### config.mk
export PLATFORM = sky130hd
export DESIGN_NAME = argb_hsl_adjust
export DESIGN_NICKNAME = d
export VERILOG_FILES = /design/src/ahsl_pkg.sv /design/src/ahsl_front.sv /design/src/ahsl_queue.sv /design/src/ahsl_back.sv /design/src/argb_hsl_adjust.sv
export SDC_FILE = /design/constraint.sdc
export NUM_CORES = 2
export LEC_CHECK = 0
export ABC_AREA = 1
export ABC_CLOCK_PERIOD_IN_PS = 23600
export BUFFER_PORTS_ARGS = -buffer_cell sky130_fd_sc_hd__buf_2
export CORE_MARGIN = 2
export CORE_UTILIZATION = 39
export CTS_CLUSTER_DIAMETER = 60
export DETAILED_ROUTE_END_ITERATION = 6
export SYNTH_ARGS = -nofsm -noshare
export SYNTH_HDL_FRONTEND = slang
export SYNTH_SLANG_ARGS = --single-unit
### constraint.sdc
create_clock -name i_clk -period 23.6 [get_ports i_clk]
set_clock_uncertainty 0.1 [all_clocks]
set_input_delay 4.72 -clock i_clk [delete_from_list [all_inputs] [get_ports i_clk]]
set_output_delay 4.72 -clock i_clk [all_outputs]
set_load 0.02 [all_outputs]
### src/ahsl_pkg.sv
package ahsl_pkg;

    // Default fraction width of the internal H, S, L fixed-point values
    localparam int FRAC_BITS_DEF = 12;

    // Offset registers count in 1/4096 steps
    localparam int OFS_SHIFT = 12;
    localparam int OFS_SCALE = 1 << OFS_SHIFT;

    // Configuration port widths and register indexes
    localparam int CFG_IDX_W  = 2;
    localparam int CFG_DATA_W = 14;
    localparam logic [CFG_IDX_W-1:0] CFG_HUE = 2'd0;
    localparam logic [CFG_IDX_W-1:0] CFG_SAT = 2'd1;
    localparam logic [CFG_IDX_W-1:0] CFG_LIT = 2'd2;

    // Hue sectors, named by the channel carrying chroma, then the one carrying X
    localparam logic [2:0] SEC_RG = 3'd0;
    localparam logic [2:0] SEC_GR = 3'd1;
    localparam logic [2:0] SEC_GB = 3'd2;
    localparam logic [2:0] SEC_BG = 3'd3;
    localparam logic [2:0] SEC_BR = 3'd4;

    // Classified pixel handed from the front end to the back end
    typedef struct packed {
        logic [7:0]  alpha;
        logic [7:0]  chroma;   // max - min
        logic [8:0]  sum;      // max + min
        logic [10:0] num;      // hue sector numerator
        logic        gray;     // zero chroma
    } t_item;

    // Adjustment settings
    typedef struct packed {
        logic [11:0]        hue_ofs;
        logic signed [13:0] sat_ofs;
        logic signed [13:0] lit_ofs;
    } t_cfg;

endpackage

### src/ahsl_front.sv
module ahsl_front (
    input  logic                 i_clk,
    input  logic                 i_rst_n,
    input  logic                 i_req,
    input  logic [31:0]          i_pixel,
    output logic                 o_valid,
    output ahsl_pkg::t_item      o_item
);

    logic [7:0]  red, grn, blu, mx, mn, d;
    logic [10:0] num;
    ahsl_pkg::t_item n_item;
    ahsl_pkg::t_item r_item;
    logic            r_valid;

    assign red = i_pixel[23:16];
    assign grn = i_pixel[15:8];
    assign blu = i_pixel[7:0];

    // Find the extremes of the three channels
    always_comb begin
        mx = red;
        mn = red;
        if (grn > mx) mx = grn;
        if (blu > mx) mx = blu;
        if (grn < mn) mn = grn;
        if (blu < mn) mn = blu;
        d = mx - mn;
    end

    // Pick the hue sector numerator
    always_comb begin
        if (mx == red) begin
            num = (grn >= blu) ? 11'(grn - blu)
                               : 11'(11'(d) * 11'd6) - 11'(blu - grn);
        end else if (mx == grn) begin
            num = 11'(11'(d) * 11'd2) + 11'(blu) - 11'(red);
        end else begin
            num = 11'(11'(d) * 11'd4) + 11'(red) - 11'(grn);
        end
    end

    always_comb begin
        n_item.alpha  = i_pixel[31:24];
        n_item.chroma = d;
        n_item.sum    = 9'(mx) + 9'(mn);
        n_item.num    = num;
        n_item.gray   = (d == 8'd0);
    end

    // Register the classified request
    always_ff @(posedge i_clk) begin
        if (!i_rst_n) begin
            r_valid <= 1'b0;
        end else begin
            r_valid <= i_req;
        end
        r_item <= n_item;
    end

    assign o_valid = r_valid;
    assign o_item  = r_item;

endmodule

### src/ahsl_queue.sv
module ahsl_queue (
    input  logic             i_clk,
    input  logic             i_rst_n,
    input  logic             i_push,
    input  ahsl_pkg::t_item  i_item,
    input  logic             i_pop,
    output logic             o_empty,
    output logic             o_full,
    output ahsl_pkg::t_item  o_item
);

    ahsl_pkg::t_item r_mem [2];
    logic            r_wp, r_rp;
    logic [1:0]      r_cnt;
    logic            push_ok, pop_ok;

    assign o_empty = (r_cnt == 2'd0);
    assign o_full  = (r_cnt == 2'd2);
    assign push_ok = i_push && !o_full;
    assign pop_ok  = i_pop && !o_empty;
    assign o_item  = r_mem[r_rp];

    // Advance pointers and count
    always_ff @(posedge i_clk) begin
        if (!i_rst_n) begin
            r_wp  <= 1'b0;
            r_rp  <= 1'b0;
            r_cnt <= 2'd0;
        end else begin
            if (push_ok) r_wp <= ~r_wp;
            if (pop_ok)  r_rp <= ~r_rp;
            r_cnt <= r_cnt + 2'(push_ok) - 2'(pop_ok);
        end
    end

    // Store the request
    always_ff @(posedge i_clk) begin
        if (push_ok) r_mem[r_wp] <= i_item;
    end

endmodule

### src/ahsl_back.sv
module ahsl_back #(
    parameter int FRAC_BITS = ahsl_pkg::FRAC_BITS_DEF
) (
    input  logic             i_clk,
    input  logic             i_rst_n,
    input  logic             i_valid,
    input  ahsl_pkg::t_item  i_item,
    input  ahsl_pkg::t_cfg   i_cfg,
    output logic             o_strobe,
    output logic [31:0]      o_pixel
);

    localparam int F    = FRAC_BITS;
    localparam int Q    = F + 1;          // quotient bits
    localparam int NW   = F + 13;         // dividend width
    localparam int DW   = 12;             // divisor width
    localparam int ONE  = 1 << F;
    localparam int HW   = F + 14;         // scaled hue width
    localparam int TW   = F + 16;         // scaled signed S/L width
    localparam int PW   = 2 * F + 2;      // product width
    localparam int VW   = F + 3;          // doubled channel width
    localparam int CW   = F + 11;         // channel scaling width
    localparam int LW   = F + 8;          // halved lightness dividend width
    localparam logic [HW-1:0] WRAP  = HW'(ahsl_pkg::OFS_SCALE) << F;
    localparam logic [TW-1:0] TOP_T = TW'(ahsl_pkg::OFS_SCALE) << F;
    localparam logic [F:0]    ONE_V = (F+1)'(ONE);
    localparam logic [PW-1:0] HALF  = PW'(ONE / 2);
    // ceil(2^31 / 255): exact quotient for dividends below 2^24
    localparam logic [23:0]   RCP_255 = 24'h808081;

    // Lanes of the shared divider
    localparam int LN_HUE = 0;
    localparam int LN_SAT = 1;

    function automatic logic [F:0] adj_clamp(input logic [F:0] base,
                                             input logic signed [13:0] off);
        logic signed [TW-1:0] t;
        logic [TW-1:0]        tr;
        t = $signed(TW'(base) << ahsl_pkg::OFS_SHIFT) + (TW'(off) <<< F);
        if (t < 0) begin
            tr = '0;
        end else if (t > $signed(TOP_T)) begin
            tr = TOP_T;
        end else begin
            tr = $unsigned(t);
        end
        return (F+1)'((tr + TW'(ahsl_pkg::OFS_SCALE / 2)) >> ahsl_pkg::OFS_SHIFT);
    endfunction

    function automatic logic [7:0] to_chan(input logic [VW-1:0] v2);
        logic [CW-1:0] t;
        t = ((CW'(v2) * CW'(255)) + CW'(ONE)) >> (F + 1);
        return (t > CW'(255)) ? 8'hFF : t[7:0];
    endfunction

    // ---------------- divider inputs ----------------
    logic [8:0]    den_s;
    logic [NW-1:0] s0_rem [2];
    logic [DW-1:0] s0_den [2];
    logic [F+8:0]  lit_n;
    logic [LW-1:0] lit_m;
    logic [LW+23:0] lit_p;
    logic [F:0]    lit_q;

    always_comb begin
        den_s = (i_item.sum < 9'd255) ? i_item.sum : 9'(10'd510 - 10'(i_item.sum));
        s0_rem[LN_HUE] = (NW'(i_item.num) << (F + 1)) + NW'(12'(i_item.chroma) * 12'd6);
        s0_den[LN_HUE] = 12'(i_item.chroma) * 12'd12;
        s0_rem[LN_SAT] = (NW'(i_item.chroma) << (F + 1)) + NW'(den_s);
        s0_den[LN_SAT] = {2'b00, den_s, 1'b0};
    end

    // Lightness: rounded sum * ONE / 510 as a halved dividend over 255
    always_comb begin
        lit_n = ((F+9)'(i_item.sum) << F) + (F+9)'(255);
        lit_m = lit_n[F+8:1];
        lit_p = (LW+24)'(lit_m) * (LW+24)'(RCP_255);
        lit_q = (F+1)'(lit_p >> 31);
    end

    // ---------------- restoring divider, one quotient bit per stage ----------------
    logic [NW-1:0] r_rem [Q][2];
    logic [DW-1:0] r_den [Q][2];
    logic [Q-1:0]  r_quo [Q][2];
    logic [Q-1:0]  r_dv;
    logic [7:0]    r_da [Q];
    logic [Q-1:0]  r_dg;
    logic [F:0]    r_dl [Q];
    logic [NW-1:0] n_rem [Q][2];
    logic [DW-1:0] n_den [Q][2];
    logic [Q-1:0]  n_quo [Q][2];
    logic [Q-1:0]  n_dv;
    logic [7:0]    n_da [Q];
    logic [Q-1:0]  n_dg;
    logic [F:0]    n_dl [Q];

    always_comb begin
        logic [NW-1:0] rin;
        logic [NW-1:0] sub;
        logic [DW-1:0] dn;
        logic [Q-1:0]  qin;
        for (int g = 0; g < Q; g++) begin
            if (g == 0) begin
                n_dv[g] = i_valid;
                n_da[g] = i_item.alpha;
                n_dg[g] = i_item.gray;
                n_dl[g] = lit_q;
            end else begin
                n_dv[g] = r_dv[g-1];
                n_da[g] = r_da[g-1];
                n_dg[g] = r_dg[g-1];
                n_dl[g] = r_dl[g-1];
            end
            for (int k = 0; k < 2; k++) begin
                if (g == 0) begin
                    rin = s0_rem[k];
                    dn  = s0_den[k];
                    qin = '0;
                end else begin
                    rin = r_rem[g-1][k];
                    dn  = r_den[g-1][k];
                    qin = r_quo[g-1][k];
                end
                sub = NW'(dn) << (Q - 1 - g);
                n_den[g][k] = dn;
                if (rin >= sub) begin
                    n_rem[g][k] = rin - sub;
                    n_quo[g][k] = {qin[Q-2:0], 1'b1};
                end else begin
                    n_rem[g][k] = rin;
                    n_quo[g][k] = {qin[Q-2:0], 1'b0};
                end
            end
        end
    end

    always_ff @(posedge i_clk) begin
        if (!i_rst_n) begin
            r_dv <= '0;
        end else begin
            r_dv <= n_dv;
        end
        for (int g = 0; g < Q; g++) begin
            r_da[g] <= n_da[g];
            r_dg[g] <= n_dg[g];
            r_dl[g] <= n_dl[g];
            for (int k = 0; k < 2; k++) begin
                r_rem[g][k] <= n_rem[g][k];
                r_den[g][k] <= n_den[g][k];
                r_quo[g][k] <= n_quo[g][k];
            end
        end
    end

    // ---------------- stage A: apply offsets ----------------
    logic [Q-1:0]  hq;
    logic [F-1:0]  h0;
    logic [F:0]    s0v;
    logic [HW-1:0] hs;
    logic [F:0]    hr;
    logic [F-1:0]  n_ah;
    logic [F:0]    n_as, n_al;
    logic          r_av;
    logic [7:0]    r_aa;
    logic [F-1:0]  r_ah;
    logic [F:0]    r_as, r_al;

    always_comb begin
        hq  = r_quo[Q-1][LN_HUE];
        h0  = r_dg[Q-1] ? '0 : ((hq >= ONE_V) ? F'(hq - ONE_V) : F'(hq));
        s0v = r_dg[Q-1] ? '0 : r_quo[Q-1][LN_SAT];
        // Wrap hue modulo one turn
        hs  = (HW'(h0) << ahsl_pkg::OFS_SHIFT) + (HW'(i_cfg.hue_ofs) << F);
        if (hs >= WRAP) hs = hs - WRAP;
        hr  = (F+1)'((hs + HW'(ahsl_pkg::OFS_SCALE / 2)) >> ahsl_pkg::OFS_SHIFT);
        n_ah = (hr >= ONE_V) ? F'(hr - ONE_V) : F'(hr);
        n_as = adj_clamp(s0v, i_cfg.sat_ofs);
        n_al = adj_clamp(r_dl[Q-1], i_cfg.lit_ofs);
    end

    always_ff @(posedge i_clk) begin
        if (!i_rst_n) begin
            r_av <= 1'b0;
        end else begin
            r_av <= r_dv[Q-1];
        end
        r_aa <= r_da[Q-1];
        r_ah <= n_ah;
        r_as <= n_as;
        r_al <= n_al;
    end

    // ---------------- stage B: chroma and hue position ----------------
    logic [F+1:0]  bl2, dev;
    logic [F:0]    span;
    logic [PW-1:0] prod_c;
    logic [F+2:0]  hh;
    logic [F:0]    f;
    logic [F:0]    n_bc, n_bfd;
    logic          r_bv;
    logic [7:0]    r_ba;
    logic [F:0]    r_bc, r_bfd, r_bl;
    logic [2:0]    r_bsec;

    always_comb begin
        bl2 = {r_al, 1'b0};
        dev = (bl2 >= (F+2)'(ONE)) ? bl2 - (F+2)'(ONE) : (F+2)'(ONE) - bl2;
        if (dev > (F+2)'(ONE)) dev = (F+2)'(ONE);
        span   = (F+1)'((F+2)'(ONE) - dev);
        prod_c = PW'(span) * PW'(r_as);
        n_bc   = (F+1)'((prod_c + HALF) >> F);
        hh     = (F+3)'(r_ah) * (F+3)'(6);
        f      = hh[F:0];
        n_bfd  = (f >= ONE_V) ? f - ONE_V : ONE_V - f;
    end

    always_ff @(posedge i_clk) begin
        if (!i_rst_n) begin
            r_bv <= 1'b0;
        end else begin
            r_bv <= r_av;
        end
        r_ba   <= r_aa;
        r_bc   <= n_bc;
        r_bfd  <= n_bfd;
        r_bl   <= r_al;
        r_bsec <= 3'(hh >> F);
    end

    // ---------------- stage C: secondary component and base ----------------
    logic [PW-1:0] prod_x;
    logic [F+1:0]  cl2;
    logic          r_cv;
    logic [7:0]    r_ca;
    logic [F:0]    r_cx, r_cc;
    logic [F+1:0]  r_cm;
    logic [2:0]    r_csec;

    always_comb begin
        prod_x = PW'(r_bc) * PW'(ONE_V - r_bfd);
        cl2    = {r_bl, 1'b0};
    end

    always_ff @(posedge i_clk) begin
        if (!i_rst_n) begin
            r_cv <= 1'b0;
        end else begin
            r_cv <= r_bv;
        end
        r_ca   <= r_ba;
        r_cx   <= (F+1)'((prod_x + HALF) >> F);
        r_cc   <= r_bc;
        r_cm   <= ((F+2)'(r_bc) > cl2) ? '0 : cl2 - (F+2)'(r_bc);
        r_csec <= r_bsec;
    end

    // ---------------- stage D: place components and scale to 8 bits ----------------
    logic [F:0]   cr, cg, cb;
    logic [VW-1:0] vr, vg, vb;
    logic         r_ov;
    logic [31:0]  r_pixel;

    always_comb begin
        cr = '0;
        cg = '0;
        cb = '0;
        case (r_csec)
            ahsl_pkg::SEC_RG: begin cr = r_cc; cg = r_cx; end
            ahsl_pkg::SEC_GR: begin cr = r_cx; cg = r_cc; end
            ahsl_pkg::SEC_GB: begin cg = r_cc; cb = r_cx; end
            ahsl_pkg::SEC_BG: begin cg = r_cx; cb = r_cc; end
            ahsl_pkg::SEC_BR: begin cr = r_cx; cb = r_cc; end
            default:  begin cr = r_cc; cb = r_cx; end
        endcase
        vr = VW'(r_cm) + (VW'(cr) << 1);
        vg = VW'(r_cm) + (VW'(cg) << 1);
        vb = VW'(r_cm) + (VW'(cb) << 1);
    end

    always_ff @(posedge i_clk) begin
        if (!i_rst_n) begin
            r_ov <= 1'b0;
        end else begin
            r_ov <= r_cv;
        end
        r_pixel <= {r_ca, to_chan(vr), to_chan(vg), to_chan(vb)};
    end

    assign o_strobe = r_ov;
    assign o_pixel  = r_pixel;

endmodule

### src/argb_hsl_adjust.sv
// ARGB hue / saturation / lightness adjuster.
//
// Requests: drive i_pixel_in and raise start; the pixel is taken at a rising
// edge where start is high and busy is low. One pixel may be taken every
// clock. Each pixel gives exactly one result on o_pixel_out, marked by
// o_strobe for one cycle; results come out in request order.
//
// Each pixel passes the front register, the classify queue and the restoring
// divider, which resolves one quotient bit per stage for hue and saturation
// in parallel lanes; lightness is a reciprocal multiply carried alongside.
// Throughput is one pixel per clock while busy is low.
// A front stage classifies each pixel into a small queue; the back pipeline
// drains that queue every cycle, so busy stays low in operation.
//
// Settings are written through i_cfg_we / i_cfg_idx / i_cfg_data while no
// request is in flight: 0 hue offset, 1 saturation offset, 2 lightness
// offset. Reset clears all offsets to zero and drops requests in flight.
// The receiver cannot stall: each result is shown for one cycle only.
module argb_hsl_adjust #(
    parameter int FRAC_BITS = ahsl_pkg::FRAC_BITS_DEF
) (
    input  logic                            i_clk,
    input  logic                            i_rst_n,
    input  logic                            start,
    output logic                            busy,
    input  logic [31:0]                     i_pixel_in,
    output logic                            o_strobe,
    output logic [31:0]                     o_pixel_out,
    input  logic                            i_cfg_we,
    input  logic [ahsl_pkg::CFG_IDX_W-1:0]  i_cfg_idx,
    input  logic [ahsl_pkg::CFG_DATA_W-1:0] i_cfg_data
);

    localparam int LAT = FRAC_BITS + 7;

    ahsl_pkg::t_cfg  r_cfg;
    ahsl_pkg::t_item front_item, q_item;
    logic            front_valid, q_empty, q_full, req;

    assign busy = q_full;
    assign req  = start && !busy;

    // Write settings
    always_ff @(posedge i_clk) begin
        if (!i_rst_n) begin
            r_cfg <= '0;
        end else if (i_cfg_we) begin
            case (i_cfg_idx)
                ahsl_pkg::CFG_HUE: r_cfg.hue_ofs <= i_cfg_data[11:0];
                ahsl_pkg::CFG_SAT: r_cfg.sat_ofs <= $signed(i_cfg_data);
                ahsl_pkg::CFG_LIT: r_cfg.lit_ofs <= $signed(i_cfg_data);
                default: ;
            endcase
        end
    end

    ahsl_front u_front (
        .i_clk   (i_clk),
        .i_rst_n (i_rst_n),
        .i_req   (req),
        .i_pixel (i_pixel_in),
        .o_valid (front_valid),
        .o_item  (front_item)
    );

    ahsl_queue u_queue (
        .i_clk   (i_clk),
        .i_rst_n (i_rst_n),
        .i_push  (front_valid),
        .i_item  (front_item),
        .i_pop   (!q_empty),
        .o_empty (q_empty),
        .o_full  (q_full),
        .o_item  (q_item)
    );

    ahsl_back #(
        .FRAC_BITS (FRAC_BITS)
    ) u_back (
        .i_clk    (i_clk),
        .i_rst_n  (i_rst_n),
        .i_valid  (!q_empty),
        .i_item   (q_item),
        .i_cfg    (r_cfg),
        .o_strobe (o_strobe),
        .o_pixel  (o_pixel_out)
    );

    // Back end drains the queue every cycle, so it never fills
    a_no_fill: assert property (@(posedge i_clk) disable iff (!i_rst_n)
        !q_full)
        else $error("classify queue filled");

    // Every result traces back to a request a fixed time earlier
    a_strobe_src: assert property (@(posedge i_clk) disable iff (!i_rst_n)
        o_strobe |-> $past(start && !busy, LAT))
        else $error("result without matching request");

    // Every request gives a result after the fixed latency
    a_req_out: assert property (@(posedge i_clk) disable iff (!i_rst_n)
        (start && !busy) |-> ##LAT o_strobe)
        else $error("request lost");

    // Alpha rides along unchanged
    a_alpha: assert property (@(posedge i_clk) disable iff (!i_rst_n)
        o_strobe |-> (o_pixel_out[31:24] == $past(i_pixel_in[31:24], LAT)))
        else $error("alpha corrupted");

endmodule
==> results.toml <==
[outcome]
outcome = "complete, no violations"

[worst_hold_path]
hold_class = "flip-flop to flip-flop"

[yosys]
ys_types = 77
synth_area_leaders = "dfxtp_1 35%, ha_1 13%, fa_1 12%, inv_1 7.4%, nand2_1 6.4%"
synth_commonest_cells = "1,532 x inv_1, 1,357 x dfxtp_1, 1,332 x nand2_1, 836 x ha_1, 735 x nor2_1"
synth-edff-count = 72
synth_top_area_cell = "dfxtp_1"
synth-simple-area-share_pct = 14.3
synth_top_area_share_pct = 34.8
netlist_area_sq_um = 78200
ys.flop_type = "dfxtp_1"
syn_nets = 10169
yosysWarnings = 0
async_flop_share_pct = 0
ys_seq_area_share_pct = 37.5
synth_compound_area_share_pct = 8.48
synthCells = 8811
yosys.area_share.xor_xnor_pct = 6.15
synth_top_family_by_area = "adder cells"
synth_area_per_cell_sq_um = 8.87
synth_fa_ha_area_share_pct = 25.4
synthMuxAreaShare_pct = 0.0704
synth.most_common_cell = "inv_1"
ys_ff_latch = 1429

[clocking]
tritoncts = "yes"
path_clk_slew_ps = 60
clockRootBuffer = "clkbuf_16"
cts_buffers = 155
clock_latency_ps = 790
cts-hold-fix-buffers = 0
cts_resized = 0
h-tree-depth = 4
cts_setup_buffers = 0
clock_tree.buffer_depth = 3
cts_sinks = 1429

[timing]
setup_viol = 0
slew_violations = 0
timing.fmax_ghz = 0.0811
fin_tns_setup_ps = 0
worstMarginPinSlew_ps = 1200
hold_viol_final = 0
post-route-period-util_pct = 52.2
finalCriticalPeriod_ps = 12330
relSlewSlack_pct = 19.4
rsz0062_at_grt = "no"

[flow_run]
cap_violations = 0

[floorplanning]
num_rows = 164
die_y_um = 452
core_area_sq_um = 199000
die_w_um = 452
die_area_sq_um = 204000
start_util_pct = 39.2
pin_count = 86

[setup_path]
start_kind = "input port"
worst_path_max_delay_cell = "a31oi_1"
cp.required_ps = 24190
worstPathArrival_ps = 12920
slowest_delay_ps = 490
worstSetupEndpointType = "flip-flop"
crit_path_max_fanout = 17
worstSetupPathType = "input port to flip-flop"
critPathMostFrequentCell = "nand2_1"

[route]
first_pass_iters = 6
wl_per_cell_um = 14.2
num_vias = 55342
viasPerCell = 4.72
drt_iter0_drc = 2760
routed_wl_um = 167000
ant_nets = 0
drc = 0

[global_routing]
grt_pass1_vias = 56668
grt_pass1_wl_um = 275000
grt_max_degree = 60
overflow = 0
antenna_found_initial = 0
grt_usage_pct = 16.3

[layout]
drive_above_1_share_pct = 4.98
multi_input_area_sq_um = 42600
num-nets-final = 10316
syn2layout_area_growth_pct = 11.5
seq_area_sq_um = 29300
nFillCells = 19247

[place]
hpwl_um = 135000
portBuffers = 85
finalWeightedCongestion = 0.899
==> per-layer routing <==
layer / vias to the layer above / routed length (um) / GRT usage, %
met4: 0 / 5460 / 5.92
met3: 312 / 6030 / 2.26
met5: - / 0 / 0
met2: 973 / 83600 / 29.9
met1: 25720 / 71800 / 19.3
li1: 28337 / - / -
==> flip-flops by register name, summed over array words and instances, names as in the netlist, 14 cells and up, named ones only <==
register,count
u_back.r_rem,536
u_back.r_quo,169
u_queue.r_mem,72
r_cfg,40
u_back.r_cm,14
u_front.o_item,36
u_back.r_den,88
u_back.o_pixel,32
u_back.r_da,104
u_back.r_dl,169
==> path summary, 6_finish.rpt <==
check	start	endpoint	slack, ps	cells past startpoint
hold / removal	u_back.r_dl[2][9]	u_back.r_dl[2][22]	210	0
hold reg to reg	u_back.r_dl[2][9]	u_back.r_dl[2][22]	210	0
setup reg to reg	u_back.r_csec[0]	u_back.o_pixel[17]	14320	32
setup / recovery	i_pixel_in[9]	u_front.o_item[11]	11270	40
==> stage by stage <==
stage	util [%]	hold WS (ps)	setup WS, ps	instances	instance area (sq um)
final	43.7	212	11270	11737	87100
after global routing	43.7	217	10610	11735	87100
after CTS	43.7	208	11330	11735	87100
after detailed placement	40.9	212	10470	11457	81600
after global placement	40.9	210	10480	11457	81600
after floorplan	-	210	12650	8811	78200
==> final cells by class <==
type                    instances  area share, %
multi-input cells            5718           48.9
flip-flops and latches       1429           33.7
inverters                    1554           6.70
clock buffers                 213           5.08
well taps                    2656           3.81
clock inverters                65           1.26
repair buffers                100          0.618
diodes                          2        0.00575
==> kinds of logic (layout without fill, tap and decap cells) <==
logic type,after synthesis,in the layout
other,1,3
XOR/XNOR,547,547
multiplexers,5,5
buffers and inverters,1664,1932
AO/OA/AOI/OAI,1194,1194
AND/OR/NAND/NOR,2665,2665
flip-flops,1429,1429
adder cells (fa/ha/maj),1306,1306
==> worst max-delay path, delay by kind of cell <==
kind                     cells  cell delay [ps]
buffers and inverters        5              900
AO/OA/AOI/OAI               12             2960
adder cells (fa/ha/maj)      6             2110
AND/OR/NAND/NOR             14             1380
XOR/XNOR                     3              790
==> cells in the final DEF (no fill, tap or decap), types with 10 or more instances in the layout <==
cell type,Yosys,routed
nand2_1,1332,1332
ha_1,836,836
clkinv_16,0,10
buf_2,12,85
a211oi_1,17,17
o211ai_1,24,24
edfxtp_1,72,72
o21bai_1,43,43
buf_4,1,15
or2_2,35,35
nand4_1,88,88
a21o_1,20,20
a21oi_1,557,557
bufinv_16,0,14
clkbuf_16,0,157
nor2_1,735,733
a31oi_1,20,20
dfxtp_1,1357,1357
clkinv_1,12,12
inv_1,1532,1532
nor4_1,51,51
xnor2_1,214,214
nor3_1,107,107
o22ai_1,43,43
fa_1,470,470
nand3b_1,17,17
nor2_2,13,13
nand3_1,235,235
o31ai_1,19,19
clkbuf_1,88,27
xor2_1,331,331
o21ai_0,369,369
clkbuf_8,0,29
clkinv_2,0,13
and2_1,10,10
o21ai_1,11,11
Power is not shown: default switching activity piles up to over one toggle a cycle in this logic, so the estimate is an artifact.
